### src/hw/rtl/ffpa_pkg.sv
// Package for the first-fit pool allocator: status codes, field widths and
// the command and status structs between controller and datapath.
// No dependencies.
package ffpa_pkg;

    localparam int OFF_W = 10;
    localparam int SIZE_W = 10;
    localparam int ST_W = 2;
    localparam int MIN_SPLIT = 8;

    localparam logic [ST_W-1:0] ST_DONE = 2'd0;
    localparam logic [ST_W-1:0] ST_NO_SPACE = 2'd1;
    localparam logic [ST_W-1:0] ST_BAD_OFFSET = 2'd2;

    typedef struct packed {
        logic            init;
        logic            accept;
        logic            scan_next;
        logic            hit_alloc;
        logic            merge_start;
        logic            merge_step;
        logic            merge_fin;
        logic            shift_step;
        logic            split_new;
        logic            split_old;
        logic            resp;
        logic [ST_W-1:0] resp_code;
    } t_cmd;

    typedef struct packed {
        logic hit;
        logic last;
        logic split_ok;
        logic shift_more;
        logic action_free;
    } t_stat;

endpackage

### src/hw/rtl/ffpa_ram.sv
// Generic simple dual-port RAM with one write port and a registered read.
// No dependencies.
module ffpa_ram #(
    parameter int WIDTH = 8,
    parameter int DEPTH = 16
) (
    input  logic                     i_clk,
    input  logic                     i_we,
    input  logic [$clog2(DEPTH)-1:0] i_waddr,
    input  logic [WIDTH-1:0]         i_wdata,
    input  logic [$clog2(DEPTH)-1:0] i_raddr,
    output logic [WIDTH-1:0]         o_rdata
);

    logic [WIDTH-1:0] r_mem [DEPTH];
    logic [WIDTH-1:0] r_rdata;

    always_ff @(posedge i_clk) begin
        if (i_we) begin
            r_mem[i_waddr] <= i_wdata;
        end
        r_rdata <= r_mem[i_raddr];
    end

    assign o_rdata = r_rdata;

endmodule

### src/hw/rtl/ffpa_ctrl.sv
// Controller state machine of the pool allocator: sequences scan, shift,
// split and merge passes. Depends on ffpa_pkg.
module ffpa_ctrl (
    input  logic          i_clk,
    input  logic          i_rst_n,
    input  logic          i_start,
    input  ffpa_pkg::t_stat i_stat,
    output ffpa_pkg::t_cmd  o_cmd,
    output logic          o_busy
);

    typedef enum logic [2:0] {
        S_INIT, S_IDLE, S_SCAN, S_SHIFT, S_SPLIT_OLD, S_MERGE, S_MERGE_FIN
    } t_state;

    t_state r_state, n_state;
    logic   r_busy;
    ffpa_pkg::t_cmd cmd;

    always_comb begin
        cmd = '0;
        cmd.resp_code = ffpa_pkg::ST_DONE;
        n_state = r_state;
        unique case (r_state)
            S_INIT: begin
                cmd.init = 1'b1;
                n_state = S_IDLE;
            end
            S_IDLE: begin
                if (i_start) begin
                    cmd.accept = 1'b1;
                    n_state = S_SCAN;
                end
            end
            S_SCAN: begin
                if (i_stat.hit) begin
                    if (i_stat.action_free) begin
                        cmd.merge_start = 1'b1;
                        n_state = S_MERGE;
                    end else begin
                        cmd.hit_alloc = 1'b1;
                        if (i_stat.split_ok) begin
                            n_state = S_SHIFT;
                        end else begin
                            cmd.resp = 1'b1;
                            n_state = S_IDLE;
                        end
                    end
                end else if (i_stat.last) begin
                    cmd.resp = 1'b1;
                    cmd.resp_code = i_stat.action_free ? ffpa_pkg::ST_BAD_OFFSET
                                                       : ffpa_pkg::ST_NO_SPACE;
                    n_state = S_IDLE;
                end else begin
                    cmd.scan_next = 1'b1;
                end
            end
            S_SHIFT: begin
                if (i_stat.shift_more) begin
                    cmd.shift_step = 1'b1;
                end else begin
                    cmd.split_new = 1'b1;
                    n_state = S_SPLIT_OLD;
                end
            end
            S_SPLIT_OLD: begin
                cmd.split_old = 1'b1;
                cmd.resp = 1'b1;
                n_state = S_IDLE;
            end
            S_MERGE: begin
                cmd.merge_step = 1'b1;
                if (i_stat.last) begin
                    n_state = S_MERGE_FIN;
                end
            end
            S_MERGE_FIN: begin
                cmd.merge_fin = 1'b1;
                cmd.resp = 1'b1;
                n_state = S_IDLE;
            end
            default: begin
                n_state = S_INIT;
            end
        endcase
    end

    always_ff @(posedge i_clk) begin
        if (!i_rst_n) begin
            r_state <= S_INIT;
            r_busy <= 1'b1;
        end else begin
            r_state <= n_state;
            r_busy <= (n_state != S_IDLE);
        end
    end

    assign o_cmd = cmd;
    assign o_busy = r_busy;

endmodule

### src/hw/rtl/ffpa_dp.sv
// Datapath of the pool allocator: block table RAM, scan and merge indices,
// block count and result registers. Depends on ffpa_pkg and ffpa_ram.
module ffpa_dp #(
    parameter int POOL_BYTES = 1024,
    parameter int HEADER_BYTES = 24,
    parameter int MAX_BLOCKS = 64
) (
    input  logic                          i_clk,
    input  logic                          i_rst_n,
    input  ffpa_pkg::t_cmd                i_cmd,
    output ffpa_pkg::t_stat               o_stat,
    input  logic                          i_action,
    input  logic [ffpa_pkg::SIZE_W-1:0]   i_req_size,
    input  logic [ffpa_pkg::OFF_W-1:0]    i_payload_offset,
    output logic                          o_valid,
    output logic [ffpa_pkg::ST_W-1:0]     o_status,
    output logic [ffpa_pkg::OFF_W-1:0]    o_granted_offset
);

    localparam int AW = $clog2(POOL_BYTES + 1);
    localparam int SW = ((AW > ffpa_pkg::OFF_W) ? AW : ffpa_pkg::OFF_W) + 2;
    localparam int ES = 2 * AW + 1;
    localparam int IW = $clog2(MAX_BLOCKS);
    localparam int CW = $clog2(MAX_BLOCKS + 1);
    localparam logic [SW-1:0] HDR = SW'(HEADER_BYTES);
    localparam logic [SW-1:0] MINS = SW'(ffpa_pkg::MIN_SPLIT);

    logic          r_action;
    logic [SW-1:0] r_want, r_off;
    logic [IW-1:0] r_idx, r_i;
    logic [CW-1:0] r_cnt, r_j, r_wr;
    logic [ES-1:0] r_ent, r_hold;
    logic          r_hv;
    logic [ffpa_pkg::OFF_W-1:0] r_gnt;
    logic          r_valid;
    logic [ffpa_pkg::ST_W-1:0]  r_status;
    logic [ffpa_pkg::OFF_W-1:0] r_granted;

    logic          we;
    logic [IW-1:0] waddr, raddr;
    logic [ES-1:0] wdata, rdata;

    logic [SW-1:0] e_start, e_size, h_size, o_start, o_size;
    logic          e_free, m_free, merge_join, split_ok;

    ffpa_ram #(.WIDTH(ES), .DEPTH(MAX_BLOCKS)) u_ram (
        .i_clk  (i_clk),
        .i_we   (we),
        .i_waddr(waddr),
        .i_wdata(wdata),
        .i_raddr(raddr),
        .o_rdata(rdata)
    );

    assign e_start = SW'(rdata[2*AW:AW+1]);
    assign e_size = SW'(rdata[AW:1]);
    assign e_free = rdata[0];
    assign h_size = SW'(r_hold[AW:1]);
    assign o_start = SW'(r_ent[2*AW:AW+1]);
    assign o_size = SW'(r_ent[AW:1]);
    assign m_free = e_free | (r_idx == r_i);
    assign merge_join = r_hv & r_hold[0] & m_free;
    assign split_ok = (e_size >= r_want + HDR + MINS) && (r_cnt < CW'(MAX_BLOCKS));

    always_comb begin
        o_stat.action_free = r_action;
        o_stat.hit = r_action ? (e_start + HDR == r_off) : (e_free && e_size >= r_want);
        o_stat.last = (CW'(r_idx) == r_cnt - CW'(1));
        o_stat.split_ok = split_ok;
        o_stat.shift_more = (r_j > CW'(r_i) + CW'(1));
    end

    always_comb begin
        if (i_cmd.accept || i_cmd.merge_start) begin
            raddr = '0;
        end else if (i_cmd.scan_next || i_cmd.merge_step) begin
            raddr = r_idx + IW'(1);
        end else if (i_cmd.hit_alloc) begin
            raddr = IW'(r_cnt - CW'(1));
        end else if (i_cmd.shift_step) begin
            raddr = IW'(r_j - CW'(2));
        end else begin
            raddr = r_idx;
        end
    end

    always_comb begin
        we = 1'b0;
        waddr = r_idx;
        wdata = rdata;
        if (i_cmd.init) begin
            we = 1'b1;
            waddr = '0;
            wdata = {AW'(0), AW'(POOL_BYTES - HEADER_BYTES), 1'b1};
        end else if (i_cmd.hit_alloc && !split_ok) begin
            we = 1'b1;
            wdata = {rdata[ES-1:1], 1'b0};
        end else if (i_cmd.shift_step) begin
            we = 1'b1;
            waddr = IW'(r_j);
        end else if (i_cmd.split_new) begin
            we = 1'b1;
            waddr = r_i + IW'(1);
            wdata = {AW'(o_start + HDR + r_want), AW'(o_size - r_want - HDR), 1'b1};
        end else if (i_cmd.split_old) begin
            we = 1'b1;
            waddr = r_i;
            wdata = {r_ent[2*AW:AW+1], AW'(r_want), 1'b0};
        end else if (i_cmd.merge_step && r_hv && !merge_join) begin
            we = 1'b1;
            waddr = IW'(r_wr);
            wdata = r_hold;
        end else if (i_cmd.merge_fin) begin
            we = 1'b1;
            waddr = IW'(r_wr);
            wdata = r_hold;
        end
    end

    always_ff @(posedge i_clk) begin
        if (!i_rst_n) begin
            r_cnt <= CW'(1);
            r_valid <= 1'b0;
        end else begin
            r_valid <= i_cmd.resp;
            if (i_cmd.init) begin
                r_cnt <= CW'(1);
            end else if (i_cmd.split_old) begin
                r_cnt <= r_cnt + CW'(1);
            end else if (i_cmd.merge_fin) begin
                r_cnt <= r_wr + CW'(1);
            end
        end
    end

    always_ff @(posedge i_clk) begin
        if (i_cmd.accept) begin
            r_action <= i_action;
            r_want <= SW'(i_req_size);
            r_off <= SW'(i_payload_offset);
            r_idx <= '0;
        end
        if (i_cmd.scan_next || i_cmd.merge_step) begin
            r_idx <= r_idx + IW'(1);
        end
        if (i_cmd.hit_alloc) begin
            r_i <= r_idx;
            r_ent <= rdata;
            r_j <= r_cnt;
            r_gnt <= ffpa_pkg::OFF_W'(e_start + HDR);
        end
        if (i_cmd.shift_step) begin
            r_j <= r_j - CW'(1);
        end
        if (i_cmd.merge_start) begin
            r_i <= r_idx;
            r_idx <= '0;
            r_wr <= '0;
            r_hv <= 1'b0;
        end
        if (i_cmd.merge_step) begin
            r_hv <= 1'b1;
            if (merge_join) begin
                r_hold <= {r_hold[2*AW:AW+1], AW'(h_size + HDR + e_size), 1'b1};
            end else begin
                r_hold <= {rdata[ES-1:1], m_free};
                if (r_hv) begin
                    r_wr <= r_wr + CW'(1);
                end
            end
        end
        if (i_cmd.resp) begin
            r_status <= i_cmd.resp_code;
            r_granted <= (i_cmd.resp_code == ffpa_pkg::ST_DONE && !r_action)
                         ? (i_cmd.hit_alloc ? ffpa_pkg::OFF_W'(e_start + HDR) : r_gnt)
                         : '0;
        end
    end

    assign o_valid = r_valid;
    assign o_status = r_status;
    assign o_granted_offset = r_granted;

endmodule

### src/hw/rtl/first_fit_pool_allocator_core.sv
// Over N blocks, an allocate scans from entry 0 for the first free block that fits; one taken
// whole is marked used, and a split shifts later entries up, writes the free rest, then the old
// entry shrunk. A miss or unknown offset scans all N; a free found at entry i then merges over all
// N, joining adjacent free blocks. Throughput: one item at a time; busy drops with the result
// strobe, so the next item can be taken at the edge that takes the result. Reset: synchronous;
// busy stays high after release while init sets one free block. The result strobe cannot be stalled.
module first_fit_pool_allocator_core #(
    parameter int POOL_BYTES = 1024,
    parameter int HEADER_BYTES = 24,
    parameter int MAX_BLOCKS = 64
) (
    input  logic                        i_clk,
    input  logic                        i_rst_n,
    input  logic                        start,
    output logic                        busy,
    input  logic                        i_action,
    input  logic [ffpa_pkg::SIZE_W-1:0] i_req_size,
    input  logic [ffpa_pkg::OFF_W-1:0]  i_payload_offset,
    output logic                        o_valid,
    output logic [ffpa_pkg::ST_W-1:0]   o_status,
    output logic [ffpa_pkg::OFF_W-1:0]  o_granted_offset
);

    ffpa_pkg::t_cmd  cmd;
    ffpa_pkg::t_stat stat;

    ffpa_ctrl u_ctrl (
        .i_clk  (i_clk),
        .i_rst_n(i_rst_n),
        .i_start(start),
        .i_stat (stat),
        .o_cmd  (cmd),
        .o_busy (busy)
    );

    ffpa_dp #(
        .POOL_BYTES(POOL_BYTES),
        .HEADER_BYTES(HEADER_BYTES),
        .MAX_BLOCKS(MAX_BLOCKS)
    ) u_dp (
        .i_clk           (i_clk),
        .i_rst_n         (i_rst_n),
        .i_cmd           (cmd),
        .o_stat          (stat),
        .i_action        (i_action),
        .i_req_size      (i_req_size),
        .i_payload_offset(i_payload_offset),
        .o_valid         (o_valid),
        .o_status        (o_status),
        .o_granted_offset(o_granted_offset)
    );

    a_accept_busy: assert property (@(posedge i_clk) disable iff (!i_rst_n)
        start && !busy |=> busy) else $error("busy not raised after accept");
    a_strobe_single: assert property (@(posedge i_clk) disable iff (!i_rst_n)
        o_valid |=> !o_valid) else $error("result strobe held");
    a_strobe_busy: assert property (@(posedge i_clk) disable iff (!i_rst_n)
        o_valid |-> $past(busy)) else $error("result without an item in flight");
    a_status_code: assert property (@(posedge i_clk) disable iff (!i_rst_n)
        o_valid |-> (o_status == ffpa_pkg::ST_DONE || o_status == ffpa_pkg::ST_NO_SPACE
                     || o_status == ffpa_pkg::ST_BAD_OFFSET)) else $error("bad status");

endmodule
### config.mk
export PLATFORM = sky130hd
export DESIGN_NAME = first_fit_pool_allocator_core
export DESIGN_NICKNAME = d
export VERILOG_FILES = /design/src/hw/rtl/ffpa_pkg.sv /design/src/hw/rtl/ffpa_ram.sv /design/src/hw/rtl/ffpa_ctrl.sv /design/src/hw/rtl/ffpa_dp.sv /design/src/hw/rtl/first_fit_pool_allocator_core.sv
export SDC_FILE = /design/constraint.sdc
export NUM_CORES = 2
export LEC_CHECK = 0
export BUFFER_PORTS_ARGS = -buffer_cell sky130_fd_sc_hd__clkbuf_2
export CORE_MARGIN = 2
export CORE_UTILIZATION = 38
export DETAILED_ROUTE_END_ITERATION = 7
export REMOVE_ABC_BUFFERS = 1
export SLEW_MARGIN = 20
export SYNTH_ARGS = -nofsm -noshare
export SYNTH_HDL_FRONTEND = slang
export SYNTH_HIERARCHICAL = 1
export SYNTH_SLANG_ARGS = --single-unit
### constraint.sdc
create_clock -name i_clk -period 19.1 [get_ports i_clk]
set_input_delay 2.865 -clock i_clk [delete_from_list [all_inputs] [get_ports i_clk]]
set_output_delay 2.865 -clock i_clk [all_outputs]
set_load 0.02 [all_outputs]
==> results.md <==
* DRC at 0
* Clock Latency Late Sink at 0.81 ns
* I/O pins at 38
* Crit path launch type: flip-flop
* Main combinational cell family by area after synthesis: multiplexers
* DR vias/cell at 5.60
* Cell taking the most area after synthesis: edfxtp_1
* First-pass GRT wire length at about 240 mm
* XOR/XNOR Fraction of Synth Area at less than 1%
* Hold_buf cts at 0
* Wirelength per Cell at approximately 28 um
* Num CTS Buffers at about 170
* Fmax at between 100 and 150 MHz
* 1st-iter DRT viols at approximately 4,100
* VDD IR max at approximately 0.12 mV
* Final count of hold timing violations at 0
* Initial antenna violation count at 6
* Post-layout minimum cycle time at roughly 7.8 ns
* Syn. warnings at 6
* Rows at around 150
* Crit-path max FO at 48
* Final Max Slew Viols at 0
* Multi-input logic area at roughly 17,000 um^2
* DR pass1 iterations at 6
* Dpl cells at slightly below 6,000
* Compound-Gate Fraction of Synth Area at between 4 and 5%
* Final net count at ~3,700
* Largest net degree at the start of global routing at between 100 and 150
* GRT Resource Usage Total at 19.0%
* Crit path required time at approximately 20 ns
* WL final at 170 mm
* Max stage delay on crit path at slightly below 1 ns
* Crit Path Class: reg -> reg
* Die height at roughly 420 um
* Diodes inserted at 0
* Top-area cell type share of the netlist area at between 70% and 80%
* Mapped Area at ~66,000 um^2
* Antenna Nets Post-Route at 0
* Worst slew pin tran at around 1.1 ns
* Post-synth cell types at 79
* Max cap viols at 0
* Root Driver: clkbuf_16
* Initial Util at between 30% and 40%
* H-tree levels at 4
* Non-filler instance count after layout at a little over 6,000
* Final hold slack at around 0.46 ns
* Hold WC Path Type: reg -> reg
* Chip width at approximately 420 um
* Reg2Reg Depth at 20
* #FFs+latches synth at around 1,600
* Worst-path cell chain: inv_1 > ha_1 > nor2b_1 > o21ai_0 > a21oi_1 > o21ai_0 > o2111a_1 > a2111oi_0 > o21ai_0 > nand2b_1 > nor2_4 > buf_4 > o21ai_0 > nor2_1 > buf_4 > o221a_1 > nor2b_1 > nand3_1 > nor2_2 > buf_4
* CTS Buffer Depth at 3
* Setup violators final at 0
* CTS clk-pin slew, worst paths at around 0.06 ns
* Post-synth ARST share at 0%
* Slowest cell on the critical path: nor2_2
* Avg Synthesized Cell Area at between 15 and 20 um^2
* Post-CTS sizing at 0
* Filler cell count at around 15,000
* Status: finished clean
* Setup Fix Bufs, Post-CTS at 0
* Ys flop type: edfxtp_1
* Layout cells sized above 1 at 24.6%
* Total gr overflow at 0
* Post-synth EDFFs at ~1,600
* IO buf count at 37
* Synth area leaders: edfxtp_1, mux4_2, dfxtp_1, ha_1, mux2i_1
* CP most frequent cell: o21ai_0
* Vias at about 34,000
* Most common cell after layout, fill and taps aside: edfxtp_1
* Worst Skew at ~0.06 ns
* Layout area overhead at 13.7%
* RSZ-0062 raised after global routing: false
* Reg area at approximately 48,000 um^2
* Fin crit share at ~41%
* Vias in the first global route at 33,800
* P_leak at ~23 nW
* PD cells at between 100 and 150 nW/um^2
* Worst EP arrival at about 8.2 ns
* Hold Path Depth at 2
* TritonCTS clock tree: built
* Die area at around 180,000 um^2
* Most frequent cells in the layout: edfxtp_1, mux4_2, clkbuf_16, buf_4, nor2_1
* Sum of negative setup slack at 0 ns
* Register area share after synthesis at about 73%
* Synthesized netlist cell count at around 3,500
* Slew HR at slightly below 30%
* Synthesized-area fraction occupied by adder cells at 1.79%
* HPWL Detailed at just under 100 mm
* Post-synthesis mux area share at 14.4%
* Simple-gate share of the synthesized area at 3.35%
* Core ar. at 173,000 um^2
* GP Congestion at between 0.8 and 0.9
* Clk sink count at 1,622
* CP endpoint kind: flip-flop
## worst max-delay path: cells and delay by family (launching register included)
family | cells | cell delay (ns)
AO/OA/AOI/OAI | 8 | 2.84
adder cells (fa/ha/maj) | 1 | 0.28
buffers and inverters | 4 | 1.29
flip-flops | 1 | 0.41
AND/OR/NAND/NOR | 7 | 2.53
## power by group
part / switching (mW) / internal, mW / leakage, nW / total, mW
registers: 0.0906 / 4.28 / 14.6 / 4.37
logic: 1.23 / 0.777 / 6.22 / 2.00
clock network: 1.38 / 1.81 / 2.60 / 3.19
## flip-flops by register name, indices dropped and copies added, names as in the netlist, 10 cells and up
signal,flops
u_dp/u_ram/o_rdata,23
u_dp/r_off,10
u_dp/r_want,10
u_dp/r_gnt,10
u_dp/r_ent,22
u_dp/r_hold,23
u_dp/o_granted_offset,10
u_dp/u_ram/r_mem,1472
## Yosys cell counts, drive strengths merged, types with 4 or more instances
cell type  number
mux2           27
edfxtp       1563
ha             90
mux2i          93
or2             5
nor3           25
nand3b         11
a22oi          50
inv            79
o21ai         101
and3           13
a221oi         33
o221ai         11
a22o           23
a211o           6
o221a           4
dfxtp          59
a21oi         103
nor2b          37
a31oi           9
o32ai           5
a221o           6
o22ai          11
nor3b           5
a21o           16
nor2          178
buf           105
xor2           29
clkbuf         89
or3             5
nand2          83
o21bai          4
o31ai           4
a211oi         45
a2111oi         6
nand4           7
nor4            9
nand3          53
mux4          368
xnor2          45
and2            7
nand2b         13
## layout make-up
cell class	instances	share of cell area, %
clock buffers	223	5.96
clock inverters	86	1.19
inverters	80	0.399
multi-input cells	1575	22.9
flip-flops and latches	1622	64.0
well taps	2325	3.87
repair buffers	180	1.73
## per-stage QoR
stage          worst slack (ns)  util (%)  cell area, um^2  power, mW
3_3_place_gp              11.34      40.2            69800       6.45
3_5_place_dp              11.31      40.2            69800       6.47
6_report                  11.35      43.4            75200       9.57
2_1_floorplan            -37.60         -            65100       6.09
4_1_cts                   11.46      43.4            75200       9.66
5_1_grt                   11.04      43.4            75200       9.93
## kinds of logic (layout without fill, tap and decap cells)
group / after synthesis / count (layout)
adders and majority gates: 93 / 93
buffers and inverters: 274 / 569
DFF: 1622 / 1622
and+or+nand+nor: 459 / 459
muxes: 488 / 488
AOI/OAI and AO/OA: 461 / 461
xor gates and xnor gates: 74 / 74
## final timing paths
path | startpoint | endpoint | slack (ns)
worst min-delay path | u_dp/r_gnt[4] | u_dp/r_gnt[4] | 0.46
worst max register to register | u_dp/u_ram/o_rdata[1] | u_dp/u_ram/r_mem[43][19] | 11.35
worst max-delay path | u_dp/u_ram/o_rdata[1] | u_dp/u_ram/r_mem[43][19] | 11.35
worst min register to register | u_dp/r_gnt[4] | u_dp/r_gnt[4] | 0.46
## metal layers
metal	track usage, %	vias to the layer above	part of all wire [%]
met1	26.4	18000	42
li1	-	14500	-
met3	3.20	235	7.5
met5	0	-	0
met4	6.24	0	3.0
met2	30.4	1368	48
(Power assumes the default switching activity.)
